**config.mk**
```make
export PLATFORM = sky130hd
export DESIGN_NAME = positional_pair_list_top_flat
export DESIGN_NICKNAME = d
export VERILOG_FILES = /design/src/rtl/ppl_pkg.sv /design/src/rtl/ppl_in_if.sv /design/src/rtl/ppl_out_if.sv /design/src/rtl/ppl_cell.sv /design/src/rtl/ppl_chain.sv /design/src/rtl/positional_pair_list_top.sv /design/src/flat_wrapper.sv
export VERILOG_INCLUDE_DIRS = /design/src /design/src/rtl
export SDC_FILE = /design/constraint.sdc
export NUM_CORES = 2
export LEC_CHECK = 0
export CAP_MARGIN = 20
export CELL_PAD_IN_SITES_DETAIL_PLACEMENT = 0
export CELL_PAD_IN_SITES_GLOBAL_PLACEMENT = 1
export CORE_AREA = 3 3 594 596
export DETAILED_ROUTE_END_ITERATION = 10
export DIE_AREA = 0 0 597 599
export DONT_BUFFER_PORTS = 1
export HOLD_SLACK_MARGIN = 0.06
export PLACE_DENSITY = 0.73
export SLEW_MARGIN = 5
export SYNTH_ARGS = -nofsm -noshare
export SYNTH_HDL_FRONTEND = slang
export SYNTH_HIERARCHICAL = 1
export SYNTH_SLANG_ARGS = --single-unit
```
**constraint.sdc**
```tcl
create_clock -name i_clk -period 10.3 [get_ports i_clk]
set_clock_uncertainty 0.1 [all_clocks]
set_input_delay 2.575 -clock i_clk [delete_from_list [all_inputs] [get_ports i_clk]]
set_output_delay 2.575 -clock i_clk [all_outputs]
set_load 0.1 [all_outputs]
```
**src/rtl/assert_macros.svh**
```systemverilog
// assertion macros used by the rtl top level
// no dependencies; each macro takes the clock and the active-low reset
`ifndef ASSERT_MACROS_SVH
`define ASSERT_MACROS_SVH

// property that must hold at every clock edge outside reset
`define AST_PROP(lbl, clk, rst_n, prop) \
    lbl: assert property (@(posedge clk) disable iff (!rst_n) (prop)) \
        else $error("assertion failed");

// same-cycle implication
`define AST_IMP(lbl, clk, rst_n, ante, cons) \
    `AST_PROP(lbl, clk, rst_n, (ante) |-> (cons))

// next-cycle implication
`define AST_NEXT(lbl, clk, rst_n, ante, cons) \
    `AST_PROP(lbl, clk, rst_n, (ante) |=> (cons))

`endif

```
**src/rtl/ppl_pkg.sv**
```systemverilog
// package of the positional pair list: widths, codes and shared types
// no dependencies
package ppl_pkg;

    localparam int PPL_DEPTH       = 32;
    localparam int PPL_KEY_WIDTH   = 32;
    localparam int PPL_VALUE_WIDTH = 32;

    // fixed field widths of the item channels
    localparam int FUNC_W   = 2;
    localparam int IDX_W    = 6;
    localparam int DATA_W   = 32;
    localparam int STATUS_W = 2;

    typedef logic [FUNC_W-1:0]   t_func;
    typedef logic [STATUS_W-1:0] t_status;
    typedef logic [IDX_W-1:0]    t_idx;

    localparam t_func FUNC_APPEND = 2'd0;
    localparam t_func FUNC_INSERT = 2'd1;
    localparam t_func FUNC_REMOVE = 2'd2;

    localparam t_status STATUS_OK        = 2'd0;
    localparam t_status STATUS_BAD_POS   = 2'd1;
    localparam t_status STATUS_FULL      = 2'd2;
    localparam t_status STATUS_BAD_RANGE = 2'd3;

    // per-cell load select
    typedef logic [1:0] t_cell_op;
    localparam t_cell_op CELL_HOLD       = 2'd0;
    localparam t_cell_op CELL_LOAD_IN    = 2'd1;
    localparam t_cell_op CELL_FROM_LEFT  = 2'd2;
    localparam t_cell_op CELL_FROM_RIGHT = 2'd3;

    // whole-chain command
    typedef logic [1:0] t_cmd_mode;
    localparam t_cmd_mode CMD_NONE       = 2'd0;
    localparam t_cmd_mode CMD_WRITE      = 2'd1;
    localparam t_cmd_mode CMD_INSERT     = 2'd2;
    localparam t_cmd_mode CMD_SHIFT_DOWN = 2'd3;

    typedef struct packed {
        t_cmd_mode mode;
        t_idx      index;
    } t_chain_cmd;

endpackage

```
**src/rtl/ppl_in_if.sv**
```systemverilog
// input item channel of the positional pair list
// depends on ppl_pkg
interface ppl_in_if;
    logic              valid;
    logic              ready;
    ppl_pkg::t_func    func;
    ppl_pkg::t_idx     position;
    ppl_pkg::t_idx     remove_count;
    logic [ppl_pkg::DATA_W-1:0] key_in;
    logic [ppl_pkg::DATA_W-1:0] value_in;

    modport source (output valid, func, position, remove_count, key_in, value_in,
                    input ready);
    modport sink   (input valid, func, position, remove_count, key_in, value_in,
                    output ready);
endinterface

```
**src/rtl/ppl_out_if.sv**
```systemverilog
// result item channel of the positional pair list
// depends on ppl_pkg
interface ppl_out_if;
    logic              valid;
    logic              ready;
    ppl_pkg::t_status  status;
    logic              removed_valid;
    logic [ppl_pkg::DATA_W-1:0] key_out;
    logic [ppl_pkg::DATA_W-1:0] value_out;
    logic              last;
    ppl_pkg::t_idx     occupancy;

    modport source (output valid, status, removed_valid, key_out, value_out, last,
                    occupancy, input ready);
    modport sink   (input valid, status, removed_valid, key_out, value_out, last,
                    occupancy, output ready);
endinterface

```
**src/rtl/ppl_cell.sv**
```systemverilog
// one storage cell of the pair chain: holds a key and a value
// depends on ppl_pkg for the load select codes
module ppl_cell #(
    parameter int KEY_WIDTH   = ppl_pkg::PPL_KEY_WIDTH,
    parameter int VALUE_WIDTH = ppl_pkg::PPL_VALUE_WIDTH
) (
    input  logic                   i_clk,
    input  ppl_pkg::t_cell_op      i_op,
    input  logic [KEY_WIDTH-1:0]   i_new_key,
    input  logic [VALUE_WIDTH-1:0] i_new_value,
    input  logic [KEY_WIDTH-1:0]   i_left_key,
    input  logic [VALUE_WIDTH-1:0] i_left_value,
    input  logic [KEY_WIDTH-1:0]   i_right_key,
    input  logic [VALUE_WIDTH-1:0] i_right_value,
    output logic [KEY_WIDTH-1:0]   o_key,
    output logic [VALUE_WIDTH-1:0] o_value
);
    logic [KEY_WIDTH-1:0]   r_key,   n_key;
    logic [VALUE_WIDTH-1:0] r_value, n_value;

    always_comb begin
        case (i_op)
            ppl_pkg::CELL_LOAD_IN: begin
                n_key   = i_new_key;
                n_value = i_new_value;
            end
            ppl_pkg::CELL_FROM_LEFT: begin
                n_key   = i_left_key;
                n_value = i_left_value;
            end
            ppl_pkg::CELL_FROM_RIGHT: begin
                n_key   = i_right_key;
                n_value = i_right_value;
            end
            default: begin
                n_key   = r_key;
                n_value = r_value;
            end
        endcase
    end

    // payload only, no reset
    always_ff @(posedge i_clk) begin
        r_key   <= n_key;
        r_value <= n_value;
    end

    assign o_key   = r_key;
    assign o_value = r_value;
endmodule

```
**src/rtl/ppl_chain.sv**
```systemverilog
// row of pair cells with per-cell load decode and a read port at one position
// depends on ppl_pkg and ppl_cell
module ppl_chain #(
    parameter int DEPTH       = ppl_pkg::PPL_DEPTH,
    parameter int KEY_WIDTH   = ppl_pkg::PPL_KEY_WIDTH,
    parameter int VALUE_WIDTH = ppl_pkg::PPL_VALUE_WIDTH
) (
    input  logic                   i_clk,
    input  ppl_pkg::t_chain_cmd    i_cmd,
    input  logic [KEY_WIDTH-1:0]   i_key,
    input  logic [VALUE_WIDTH-1:0] i_value,
    input  ppl_pkg::t_idx          i_rd_idx,
    output logic [KEY_WIDTH-1:0]   o_rd_key,
    output logic [VALUE_WIDTH-1:0] o_rd_value
);
    localparam int AW = (DEPTH > 1) ? $clog2(DEPTH) : 1;

    logic [KEY_WIDTH-1:0]   w_key   [DEPTH];
    logic [VALUE_WIDTH-1:0] w_value [DEPTH];
    ppl_pkg::t_cell_op      w_op    [DEPTH];

    genvar g;
    generate
        for (g = 0; g < DEPTH; g++) begin : g_cell
            logic [KEY_WIDTH-1:0]   w_lk, w_rk;
            logic [VALUE_WIDTH-1:0] w_lv, w_rv;

            // chain ends: first cell never loads from the left, last never from the right
            if (g == 0) begin : g_first
                assign w_lk = i_key;
                assign w_lv = i_value;
            end else begin : g_mid_l
                assign w_lk = w_key[g-1];
                assign w_lv = w_value[g-1];
            end
            if (g == DEPTH - 1) begin : g_last
                assign w_rk = w_key[g];
                assign w_rv = w_value[g];
            end else begin : g_mid_r
                assign w_rk = w_key[g+1];
                assign w_rv = w_value[g+1];
            end

            always_comb begin
                w_op[g] = ppl_pkg::CELL_HOLD;
                case (i_cmd.mode)
                    ppl_pkg::CMD_WRITE: begin
                        if (i_cmd.index == ppl_pkg::IDX_W'(g))
                            w_op[g] = ppl_pkg::CELL_LOAD_IN;
                    end
                    ppl_pkg::CMD_INSERT: begin
                        if (i_cmd.index == ppl_pkg::IDX_W'(g))
                            w_op[g] = ppl_pkg::CELL_LOAD_IN;
                        else if (i_cmd.index < ppl_pkg::IDX_W'(g))
                            w_op[g] = ppl_pkg::CELL_FROM_LEFT;
                    end
                    ppl_pkg::CMD_SHIFT_DOWN: begin
                        if ((i_cmd.index <= ppl_pkg::IDX_W'(g)) && (g < DEPTH - 1))
                            w_op[g] = ppl_pkg::CELL_FROM_RIGHT;
                    end
                    default: w_op[g] = ppl_pkg::CELL_HOLD;
                endcase
            end

            ppl_cell #(
                .KEY_WIDTH   (KEY_WIDTH),
                .VALUE_WIDTH (VALUE_WIDTH)
            ) u_cell (
                .i_clk         (i_clk),
                .i_op          (w_op[g]),
                .i_new_key     (i_key),
                .i_new_value   (i_value),
                .i_left_key    (w_lk),
                .i_left_value  (w_lv),
                .i_right_key   (w_rk),
                .i_right_value (w_rv),
                .o_key         (w_key[g]),
                .o_value       (w_value[g])
            );
        end
    endgenerate

    assign o_rd_key   = w_key[i_rd_idx[AW-1:0]];
    assign o_rd_value = w_value[i_rd_idx[AW-1:0]];
endmodule

```
**src/rtl/positional_pair_list_top.sv**
```systemverilog
// top level of the positional pair list: control sequencer, result register, cell chain
// depends on ppl_pkg, ppl_in_if, ppl_out_if, ppl_chain and assert_macros.svh
//
// Ordered list of up to DEPTH (key, value) pairs held in a row of cells. Append,
// insert-at and every rejected or unused operation give one result item each; with
// the sink ready the block takes such an item in every cycle. Insert shifts the
// upper part of the row up by one place as the item is accepted.
// A remove of n entries is accepted and then emits n result items, one a cycle
// while the sink takes them; each step reads the cell at the range start and
// shifts the row above it down one place, so the single read port of the chain
// sets that rate. No new item is taken until the last removed pair has been
// loaded into the result register. There is a single result register: while a
// result waits in it for the sink, no new item is taken, and the input ready
// follows the sink ready in the same cycle.
// Stored pairs have no reset; only entries below the fill count are ever read.
`include "assert_macros.svh"

module positional_pair_list_top #(
    parameter int DEPTH       = ppl_pkg::PPL_DEPTH,
    parameter int KEY_WIDTH   = ppl_pkg::PPL_KEY_WIDTH,
    parameter int VALUE_WIDTH = ppl_pkg::PPL_VALUE_WIDTH
) (
    input logic       i_clk,
    input logic       i_rst_n,
    ppl_in_if.sink    i_in,
    ppl_out_if.source o_out
);
    // fill count must hold DEPTH itself
    localparam int CNT_W = $clog2(DEPTH + 1);
    // range end check width, wide enough for position + remove_count and the count
    localparam int SUM_W = ((CNT_W > ppl_pkg::IDX_W) ? CNT_W : ppl_pkg::IDX_W) + 1;

    // sequencer states
    localparam logic S_IDLE   = 1'b0;
    localparam logic S_REMOVE = 1'b1;

    logic                 r_state, n_state;
    logic [CNT_W-1:0]     r_count, n_count;
    ppl_pkg::t_idx        r_pos,   n_pos;
    ppl_pkg::t_idx        r_left,  n_left;

    // result register
    logic                 r_out_valid, n_out_valid;
    ppl_pkg::t_status     r_status,  n_status;
    logic                 r_rm_valid, n_rm_valid;
    logic [ppl_pkg::DATA_W-1:0] r_key_out, n_key_out;
    logic [ppl_pkg::DATA_W-1:0] r_val_out, n_val_out;
    logic                 r_last, n_last;
    ppl_pkg::t_idx        r_occ,  n_occ;

    logic                 w_slot_free;
    logic                 w_in_fire;
    logic                 w_out_fire;
    logic                 w_load_out;
    logic                 w_full;
    ppl_pkg::t_chain_cmd  w_cmd;
    logic [KEY_WIDTH-1:0]   w_key_in,  w_rd_key;
    logic [VALUE_WIDTH-1:0] w_val_in,  w_rd_val;
    logic [SUM_W-1:0]     w_range_end;

    // result slot is free when empty or being drained this cycle
    assign w_slot_free = !r_out_valid || o_out.ready;
    assign i_in.ready  = (r_state == S_IDLE) && w_slot_free;
    assign w_in_fire   = i_in.valid && i_in.ready;
    assign w_out_fire  = r_out_valid && o_out.ready;

    assign w_full      = (r_count == CNT_W'(DEPTH));
    assign w_key_in    = KEY_WIDTH'(i_in.key_in);
    assign w_val_in    = VALUE_WIDTH'(i_in.value_in);
    assign w_range_end = SUM_W'(i_in.position) + SUM_W'(i_in.remove_count);

    always_comb begin
        n_state     = r_state;
        n_count     = r_count;
        n_pos       = r_pos;
        n_left      = r_left;
        w_cmd.mode  = ppl_pkg::CMD_NONE;
        w_cmd.index = r_pos;
        w_load_out  = 1'b0;
        n_status    = ppl_pkg::STATUS_OK;
        n_rm_valid  = 1'b0;
        n_key_out   = '0;
        n_val_out   = '0;
        n_last      = 1'b1;

        case (r_state)
            S_IDLE: begin
                if (w_in_fire) begin
                    w_load_out = 1'b1;
                    case (i_in.func)
                        ppl_pkg::FUNC_APPEND: begin
                            if (w_full) begin
                                n_status = ppl_pkg::STATUS_FULL;
                            end else begin
                                w_cmd.mode  = ppl_pkg::CMD_WRITE;
                                w_cmd.index = ppl_pkg::IDX_W'(r_count);
                                n_count     = r_count + CNT_W'(1);
                            end
                        end
                        ppl_pkg::FUNC_INSERT: begin
                            // position check comes before the full check
                            if (SUM_W'(i_in.position) > SUM_W'(r_count)) begin
                                n_status = ppl_pkg::STATUS_BAD_POS;
                            end else if (w_full) begin
                                n_status = ppl_pkg::STATUS_FULL;
                            end else begin
                                w_cmd.mode  = ppl_pkg::CMD_INSERT;
                                w_cmd.index = i_in.position;
                                n_count     = r_count + CNT_W'(1);
                            end
                        end
                        ppl_pkg::FUNC_REMOVE: begin
                            if ((i_in.remove_count == '0) ||
                                (w_range_end > SUM_W'(r_count))) begin
                                n_status = ppl_pkg::STATUS_BAD_RANGE;
                            end else begin
                                // results come from the remove steps
                                w_load_out = 1'b0;
                                n_state    = S_REMOVE;
                                n_pos      = i_in.position;
                                n_left     = i_in.remove_count;
                                n_count    = r_count - CNT_W'(i_in.remove_count);
                            end
                        end
                        default: n_status = ppl_pkg::STATUS_OK;
                    endcase
                end
            end
            S_REMOVE: begin
                if (w_slot_free) begin
                    // emit the pair at the range start, pull the rest down
                    w_load_out  = 1'b1;
                    w_cmd.mode  = ppl_pkg::CMD_SHIFT_DOWN;
                    w_cmd.index = r_pos;
                    n_rm_valid  = 1'b1;
                    n_key_out   = ppl_pkg::DATA_W'(w_rd_key);
                    n_val_out   = ppl_pkg::DATA_W'(w_rd_val);
                    n_last      = (r_left == ppl_pkg::IDX_W'(1));
                    n_left      = r_left - ppl_pkg::IDX_W'(1);
                    if (r_left == ppl_pkg::IDX_W'(1))
                        n_state = S_IDLE;
                end
            end
            default: n_state = S_IDLE;
        endcase

        // occupancy always reports the count after the whole operation
        n_occ = ppl_pkg::IDX_W'(n_count);

        if (w_load_out)
            n_out_valid = 1'b1;
        else if (w_out_fire)
            n_out_valid = 1'b0;
        else
            n_out_valid = r_out_valid;
    end

    always_ff @(posedge i_clk) begin
        if (!i_rst_n) begin
            r_state     <= S_IDLE;
            r_count     <= '0;
            r_left      <= '0;
            r_out_valid <= 1'b0;
        end else begin
            r_state     <= n_state;
            r_count     <= n_count;
            r_left      <= n_left;
            r_out_valid <= n_out_valid;
        end
    end

    // payload: the range start is loaded every cycle, the result fields only with a new result
    always_ff @(posedge i_clk) begin
        r_pos <= n_pos;
        if (w_load_out) begin
            r_status   <= n_status;
            r_rm_valid <= n_rm_valid;
            r_key_out  <= n_key_out;
            r_val_out  <= n_val_out;
            r_last     <= n_last;
            r_occ      <= n_occ;
        end
    end

    ppl_chain #(
        .DEPTH       (DEPTH),
        .KEY_WIDTH   (KEY_WIDTH),
        .VALUE_WIDTH (VALUE_WIDTH)
    ) u_chain (
        .i_clk      (i_clk),
        .i_cmd      (w_cmd),
        .i_key      (w_key_in),
        .i_value    (w_val_in),
        .i_rd_idx   (r_pos),
        .o_rd_key   (w_rd_key),
        .o_rd_value (w_rd_val)
    );

    assign o_out.valid         = r_out_valid;
    assign o_out.status        = r_status;
    assign o_out.removed_valid = r_rm_valid;
    assign o_out.key_out       = r_key_out;
    assign o_out.value_out     = r_val_out;
    assign o_out.last          = r_last;
    assign o_out.occupancy     = r_occ;

    // no new item while a removal is still emitting
    `AST_IMP(a_no_accept_in_remove, i_clk, i_rst_n, r_state == S_REMOVE, !i_in.ready)
    // fill count stays within the row
    `AST_PROP(a_count_bound, i_clk, i_rst_n, r_count <= CNT_W'(DEPTH))
    // a removal in progress always has entries left to emit
    `AST_IMP(a_left_nonzero, i_clk, i_rst_n, r_state == S_REMOVE, r_left != '0)
    // the final removed pair carries last and returns to idle
    `AST_NEXT(a_last_ends_remove, i_clk, i_rst_n,
              (r_state == S_REMOVE) && w_slot_free && (r_left == ppl_pkg::IDX_W'(1)),
              (r_state == S_IDLE) && r_out_valid && r_last)
endmodule

```
**src/flat_wrapper.sv**
```systemverilog
// flat-port wrapper written by rule: the top's interface ports become plain ports
module positional_pair_list_top_flat 
#(
    parameter int DEPTH       = ppl_pkg::PPL_DEPTH,
    parameter int KEY_WIDTH   = ppl_pkg::PPL_KEY_WIDTH,
    parameter int VALUE_WIDTH = ppl_pkg::PPL_VALUE_WIDTH
)
  (i_clk, i_rst_n, i_in_valid, i_in_func, i_in_position, i_in_remove_count, i_in_key_in, i_in_value_in, i_in_ready, o_out_valid, o_out_status, o_out_removed_valid, o_out_key_out, o_out_value_out, o_out_last, o_out_occupancy, o_out_ready);
  ppl_in_if i_in_i ();
  ppl_out_if o_out_i ();
  input logic i_clk;
  input logic i_rst_n;
  input wire logic [$bits(i_in_i.valid)-1:0] i_in_valid;
  input wire logic [$bits(i_in_i.func)-1:0] i_in_func;
  input wire logic [$bits(i_in_i.position)-1:0] i_in_position;
  input wire logic [$bits(i_in_i.remove_count)-1:0] i_in_remove_count;
  input wire logic [$bits(i_in_i.key_in)-1:0] i_in_key_in;
  input wire logic [$bits(i_in_i.value_in)-1:0] i_in_value_in;
  output wire logic [$bits(i_in_i.ready)-1:0] i_in_ready;
  output wire logic [$bits(o_out_i.valid)-1:0] o_out_valid;
  output wire logic [$bits(o_out_i.status)-1:0] o_out_status;
  output wire logic [$bits(o_out_i.removed_valid)-1:0] o_out_removed_valid;
  output wire logic [$bits(o_out_i.key_out)-1:0] o_out_key_out;
  output wire logic [$bits(o_out_i.value_out)-1:0] o_out_value_out;
  output wire logic [$bits(o_out_i.last)-1:0] o_out_last;
  output wire logic [$bits(o_out_i.occupancy)-1:0] o_out_occupancy;
  input wire logic [$bits(o_out_i.ready)-1:0] o_out_ready;
  assign i_in_i.valid = i_in_valid;
  assign i_in_i.func = i_in_func;
  assign i_in_i.position = i_in_position;
  assign i_in_i.remove_count = i_in_remove_count;
  assign i_in_i.key_in = i_in_key_in;
  assign i_in_i.value_in = i_in_value_in;
  assign i_in_ready = i_in_i.ready;
  assign o_out_valid = o_out_i.valid;
  assign o_out_status = o_out_i.status;
  assign o_out_removed_valid = o_out_i.removed_valid;
  assign o_out_key_out = o_out_i.key_out;
  assign o_out_value_out = o_out_i.value_out;
  assign o_out_last = o_out_i.last;
  assign o_out_occupancy = o_out_i.occupancy;
  assign o_out_i.ready = o_out_ready;
  positional_pair_list_top #(.DEPTH(DEPTH), .KEY_WIDTH(KEY_WIDTH), .VALUE_WIDTH(VALUE_WIDTH)) u_core (.i_clk(i_clk), .i_rst_n(i_rst_n), .i_in(i_in_i), .o_out(o_out_i));
endmodule
```
[Word-level counts from Yosys, hierarchy flattened]
Cells that the tools add are included.
Operators by class
  equal/unequal tests: 137
  $add $sub $neg: 4
  bitwise operators: 4
  order comparisons: 66
  reductions and logical operators: 47
  multiplexer cells: 264
Operators by type and width (number)
  $pmux 32 s3: 60
  $bmux 32 s5: 2
  $pmux 32 s2: 4
  $mux 2: 98
  $pmux 2 s3: 32
  $eq 2x2->1 const B: 66
  $mux 32: 4
  $eq 6x5->1 const B: 16
  $lt 6x5->1 const B: 16
  $le 6x5->1 const B: 15
  $reduce_bool 3->1: 30
  $eq 2x1->1 const B: 34
  $mux 6: 9
  $eq 6x4->1 const B: 8
  $le 6x4->1 const B: 8
  $lt 6x4->1 const B: 8
  $mux 1: 43
  $mux 8: 4
  $pmux 8 s2: 2
  $eq 6x3->1 const B: 4
  $le 6x3->1 const B: 4
  $lt 6x3->1 const B: 4
  $pmux 6 s3: 1
  $eq 6x1->1 const B: 2
  other kinds (30): 48
Storage, ports and cells
  register bits after elaboration: 2142
  output and inout bits: 76
  logic and storage cells: 597
  bits of input ports: 82

[Logic depth before layout (Yosys ltp)]
  depth in word-level cells: 13
  gate-level depth with buffers: 19
  mapped depth without buffers: 16

[By module]
Netlist, hierarchy kept.
By module, submodules not included
  ppl_cell: cells each 278, times used 32, area an instance 3306.9 sq um, seq. area each 1921.8 sq um
  ppl_chain: cells each 1810, times used 1, area an instance 17982.2 sq um, seq. area each 0.0 sq um
  positional_pair_list_top: cells each 417, times used 1, area an instance 4800.9 sq um, seq. area each 2682.6 sq um

[Least setup slack after synthesis]
Ideal clock, no wire load.
  path type: input port to flip-flop
  from: in i_in_position[0]
  to: reg u_core.r_key_out, in the netlist u_core/o_out.key_out[0], enable pin
  arrival time: 9.861 ns
  setup slack: -0.269 ns
  setup time: 0.608 ns
  path buffers: 1
  stages on the path: 12
  path through: ha_1 -> fa_1 -> a21o_1 -> a21oi_2 -> xnor2_1 -> ha_1 -> nand3_1 -> a21o_1 -> a21oi_1 -> nor3_1 -> buf_2 -> o21ai_0
On the way
  longest elaborated chain between the ends: 7
RTL lines
  start: declaration: RTL line flat_wrapper.sv:15  | input wire logic [$bits(i_in_i.position)-1:0] i_in_position;
  $add 6x6->7: RTL line positional_pair_list_top.sv:70  | assign w_range_end = SUM_W'(i_in.position) + SUM_W'(i_in.remove_count);
  $gt 7x6->1: RTL line positional_pair_list_top.sv:114  | (w_range_end > SUM_W'(r_count))) begin
  $logic_or 1x1->1: RTL line positional_pair_list_top.sv:113  | if ((i_in.remove_count == '0) ||
  $mux 1: RTL line positional_pair_list_top.sv:113
  $mux 1: RTL line positional_pair_list_top.sv:90  | case (i_in.func)
  $mux 1: RTL line positional_pair_list_top.sv:88  | if (w_in_fire) begin
  $pmux 1 s2: RTL line positional_pair_list_top.sv:86  | case (r_state)
  end signal: assignment: RTL line positional_pair_list_top.sv:178  | r_key_out <= n_key_out;
  end: declaration: RTL line positional_pair_list_top.sv:46  | logic [ppl_pkg::DATA_W-1:0] r_key_out, n_key_out;
No other way between the ends.
A chain may end at the register's enable or synchronous reset.

==> impl_results.md <==
- Final min period: 7650 ps
- Clk_lat worst skew: 940 ps
- Mapped Nets: 11,200
- Placed wire-length estimate: 293,000 µm
- Final WL: 551,000 µm
- Routed Antenna Nets: 0
- Pin slew with the least headroom to its limit: 1300 ps
- Clock-pin slew on the worst setup and hold paths: 60 ps
- Mean post-synth cell area: 11.6 µm²
- Setup crit start: i_in_position[1]
- Max stage delay on crit path: 860 ps
- WP data required: 10,820 ps
- Residual DRC: 0
- Clk pwr share: 0.447
- Die area: 358,000 µm²
- Clock root buffer master: clkbuf_16
- Largest net degree at the start of global routing: 141
- Synth area leader: edfxtp_1
- Slew Viols, Final: 0
- CP Launch Type: primary input
- Post-synthesis cell type count: 84
- Die height: 599 µm
- RePlAce Congestion: 0.888
- Vias in the first global route: 95,400
- Crit path DAT: 8170 ps
- Post-synth ARST share: 0
- Total GRT Usage: 0.295
- Nets: 10,800
- Clock Path Buffers: 4
- Largest delay contributor family on the critical path: compound AO/OA/AOI/OAI gates
- Initial core utilization: 0.369
- Setup repair after global routing missed its margin: false
- First-pass GRT wire length: 753,000 µm
- Sequential share of power: 0.501
- Crit Reg-Reg Startpoint: u_core/o_out.valid$_SDFFE_PN0P_
- Net Sw Frac: 0.241
- TritonCTS Sinks: 2,142
- Synth Register Bits: 2,142
- Fin crit share: 0.743
- Largest cells by area after synthesis: edfxtp_1 (50%), mux2i_1 (19%), a21oi_1 (8.4%)
- Resize count post-CTS: 0
- Post-Synthesis Cells: 11,100
- Setup Fix Bufs, Post-CTS: 0
- Io pins: 158
- CTS tree: yes
- Drt initial violations: 17,900
- CP endpoint kind: flip-flop
- Slew HR: 0.131
- H-tree Lvls: 4
- FILL cells: 33,100
- Status: finished clean
- I/O Buffers: 0
- Synthesis warning total: 6
- Die width: 597 µm
- Worst min-delay path class: flip-flop to flip-flop
- First-pass DRT Iterations: 9
- Psw: 0.00477 W
- Final core utilization: 0.397
- Origin of the worst min-delay path: u_core/r_left[4]$_SDFFE_PN0P_
- WHS Path Cells: 2
- Cts hold-fix bufs: 0
- EDFF count, synth: 2,128
- Total negative slack: 0 ps
- Worst Hold Path EP: u_core/r_left[4]$_SDFFE_PN0P_
- Fin. Hold Viols: 0
- WP buf/inv: 3
- FP Rows: 217
- Max Cap Violations: 0
- CP Cell Sequence: ha_1 -> a21oi_1 -> o221a_2 -> o21ai_1 -> a22oi_1 -> o21ai_1 -> buf_4 -> or2_0 -> nor3_2 -> o21ai_1 -> a21oi_4 -> buf_4 -> buf_4 -> mux2i_1 -> a21oi_1
- Critical-path top delay cell: buf_4
- Area growth syn-to-layout: 7.71%
- CP Max Fanout: 28
- Max VDD drop: 0.000150 V
- Register-to-register setup slack: 3150 ps
- Synth Cell Area: 129,000 µm²
- CTS Buf Count: 245
- CORE AREA: 349,000 µm²
- Total internal power: 0.0150 W
- Fmax: 131 MHz
- Seq/Total Area, Yosys: 0.499
- Crit Reg-Reg Endpoint: u_core/u_chain/g_cell[16].u_cell/o_value[22]$_DFFE_PP_
- Via count: 101,000
- Combinational power share: 0.052
- Pwr Density: 143 nW/µm²
- Share of the synthesized area in the top cell type: 0.497
- Share of post-route cells with drive strength above 1: 0.0870
- Remaining global-route overflow: 0
- WP depth: 15
- Crit path kind: primary input to flip-flop
- Initial antenna violation count: 23
- Setup violation total in the final timing report: 0
- Worst reg2reg path depth: 15
- Vias/cell: 6.51
- Drt wl/cell: 35.6 µm
- Top_reg_cell synth: edfxtp_1
- Leak: 42.1 nW
-- worst max path at each step --
stage                                                                   endpoint
after global placement    u_core/u_chain/g_cell[16].u_cell/o_value[26]$_DFFE_PP_
after floorplan                            u_core/o_out.key_out[0]$_SDFFCE_PN0P_
after detailed placement  u_core/u_chain/g_cell[16].u_cell/o_value[15]$_DFFE_PP_
after global routing      u_core/u_chain/g_cell[16].u_cell/o_value[15]$_DFFE_PP_
final                     u_core/u_chain/g_cell[16].u_cell/o_value[22]$_DFFE_PP_
after CTS                 u_core/u_chain/g_cell[16].u_cell/o_value[20]$_DFFE_PP_
-- power by group through the flow --
| stage | Sequential, W | Clock, W | Combinational (W) |
|---|---|---|---|
| global route | 0.00991 | 0.00921 | 0.00111 |
| floorplan | 0.0101 | 0 | 0.000714 |
| detailed placement | 0.0101 | 0 | 0.000991 |
| global placement | 0.0101 | 0 | 0.000947 |
| finish | 0.00990 | 0.00884 | 0.00102 |
| CTS | 0.00990 | 0.00888 | 0.000993 |
-- metal layers --
metal,up-vias,track usage,share of wire
met2,8665,0.440,0.43
met4,14,0.149,0.060
li1,41100,-,-
met1,49200,0.388,0.37
met5,-,0.00281,0.00039
met3,1844,0.0863,0.15
-- cells in the mapped netlist (5+ instances only) --
library cell	count
and3_1	67
a21o_1	8
buf_8	33
nand3_1	123
mux2_2	5
a31oi_1	6
ha_1	32
nor2b_1	14
nor3_1	17
o22ai_1	23
or2_2	7
edfxtp_1	2128
mux2i_1	2481
and2_1	10
nand2_1	117
buf_4	61
a211oi_1	14
mux4_2	242
xnor2_1	9
dfxtp_1	14
a22oi_1	273
a32oi_1	5
a221o_1	7
a21oi_1	2169
buf_2	392
nor2_1	2107
buf_12	130
buf_6	64
nand4_1	56
o21ai_0	25
a221oi_1	9
inv_1	35
clkbuf_1	227
mux4_1	58
or2_1	33
nand3b_1	7
nand2b_1	10
o32ai_1	16
-- kinds of logic (layout without fill, tap and decap cells) --
kind of cell | Yosys count | count (layout) | share of synthesized area
compound gates | 2592 | 2592 | 0.109
simple gates | 2598 | 2598 | 0.0823
other cells | 0 | 12 | 0
xor+xnor | 12 | 12 | 0.000817
mux | 2787 | 2787 | 0.248
buf+inv | 958 | 707 | 0.0571
fa+ha+maj | 34 | 34 | 0.00342
flops | 2142 | 2142 | 0.499
-- registers in the layout (all words and copies together) (netlist names) --
signal,flops
u_core/o_out.key_out,32
u_core/o_out.last,1
u_core/o_out.occupancy,6
u_core/o_out.removed_valid,1
u_core/o_out.status,2
u_core/o_out.valid,1
u_core/o_out.value_out,32
u_core/r_count,6
u_core/r_left,6
u_core/r_pos,6
u_core/r_state,1
u_core/u_chain/g_cell.u_cell/o_key,1024
u_core/u_chain/g_cell.u_cell/o_value,1024
-- cells in the final DEF (no fill, tap or decap), drive strengths merged, types with 6 or more instances in the layout --
cell type / n
clkbuf: 307
nor2: 2109
o32ai: 16
dfxtp: 14
nand3b: 7
a221oi: 10
nand2b: 10
nand4: 56
bufinv: 22
inv: 42
nor3: 20
a21oi: 2170
clkinvlp: 9
diode: 12
o22ai: 27
buf: 214
or2: 41
nand2: 117
mux4: 300
and3: 67
a211oi: 15
a221o: 7
edfxtp: 2128
and2: 10
a31oi: 6
ha: 32
mux2i: 2481
clkinv: 112
o21ai: 27
nor2b: 14
xnor2: 9
a22oi: 273
nand3: 123
mux2: 6
a21o: 8
-- stage by stage --
stage | setup slack [ps] | std cells | instance area [µm²] | total power, W | hold WS, ps
6_report | 2650 | 15500 | 139000 | 0.0198 | 390
5_1_grt | 2550 | 15500 | 138000 | 0.0202 | 408
4_1_cts | 2850 | 15500 | 138000 | 0.0198 | 386
3_5_place_dp | 1890 | 15000 | 131000 | 0.0111 | 377
3_3_place_gp | 1890 | 15000 | 130000 | 0.0110 | 373
2_1_floorplan | 1730 | 11100 | 129000 | 0.0108 | 360
-- area by class of cell --
cell class                      instances  area (µm²)  area share
Antenna cell                           12        30.0    0.000217
Clock buffer                          306        6400      0.0462
Clock inverter                        148        1390      0.0101
Inverter                               37         139     0.00100
Multi-Input combinational cell       8023       57900       0.418
Sequential cell                      2142       64200       0.463
Tap cell                             4599        5750      0.0415
Timing Repair Buffer                  216        2740      0.0198
-- worst min-delay path, stage by stage, from the launching register on --
cell	delay, ps
dfxtp_1	320
nand3_1	70
a21oi_1	60
Note: power is estimated with default switching activity, not from simulation.
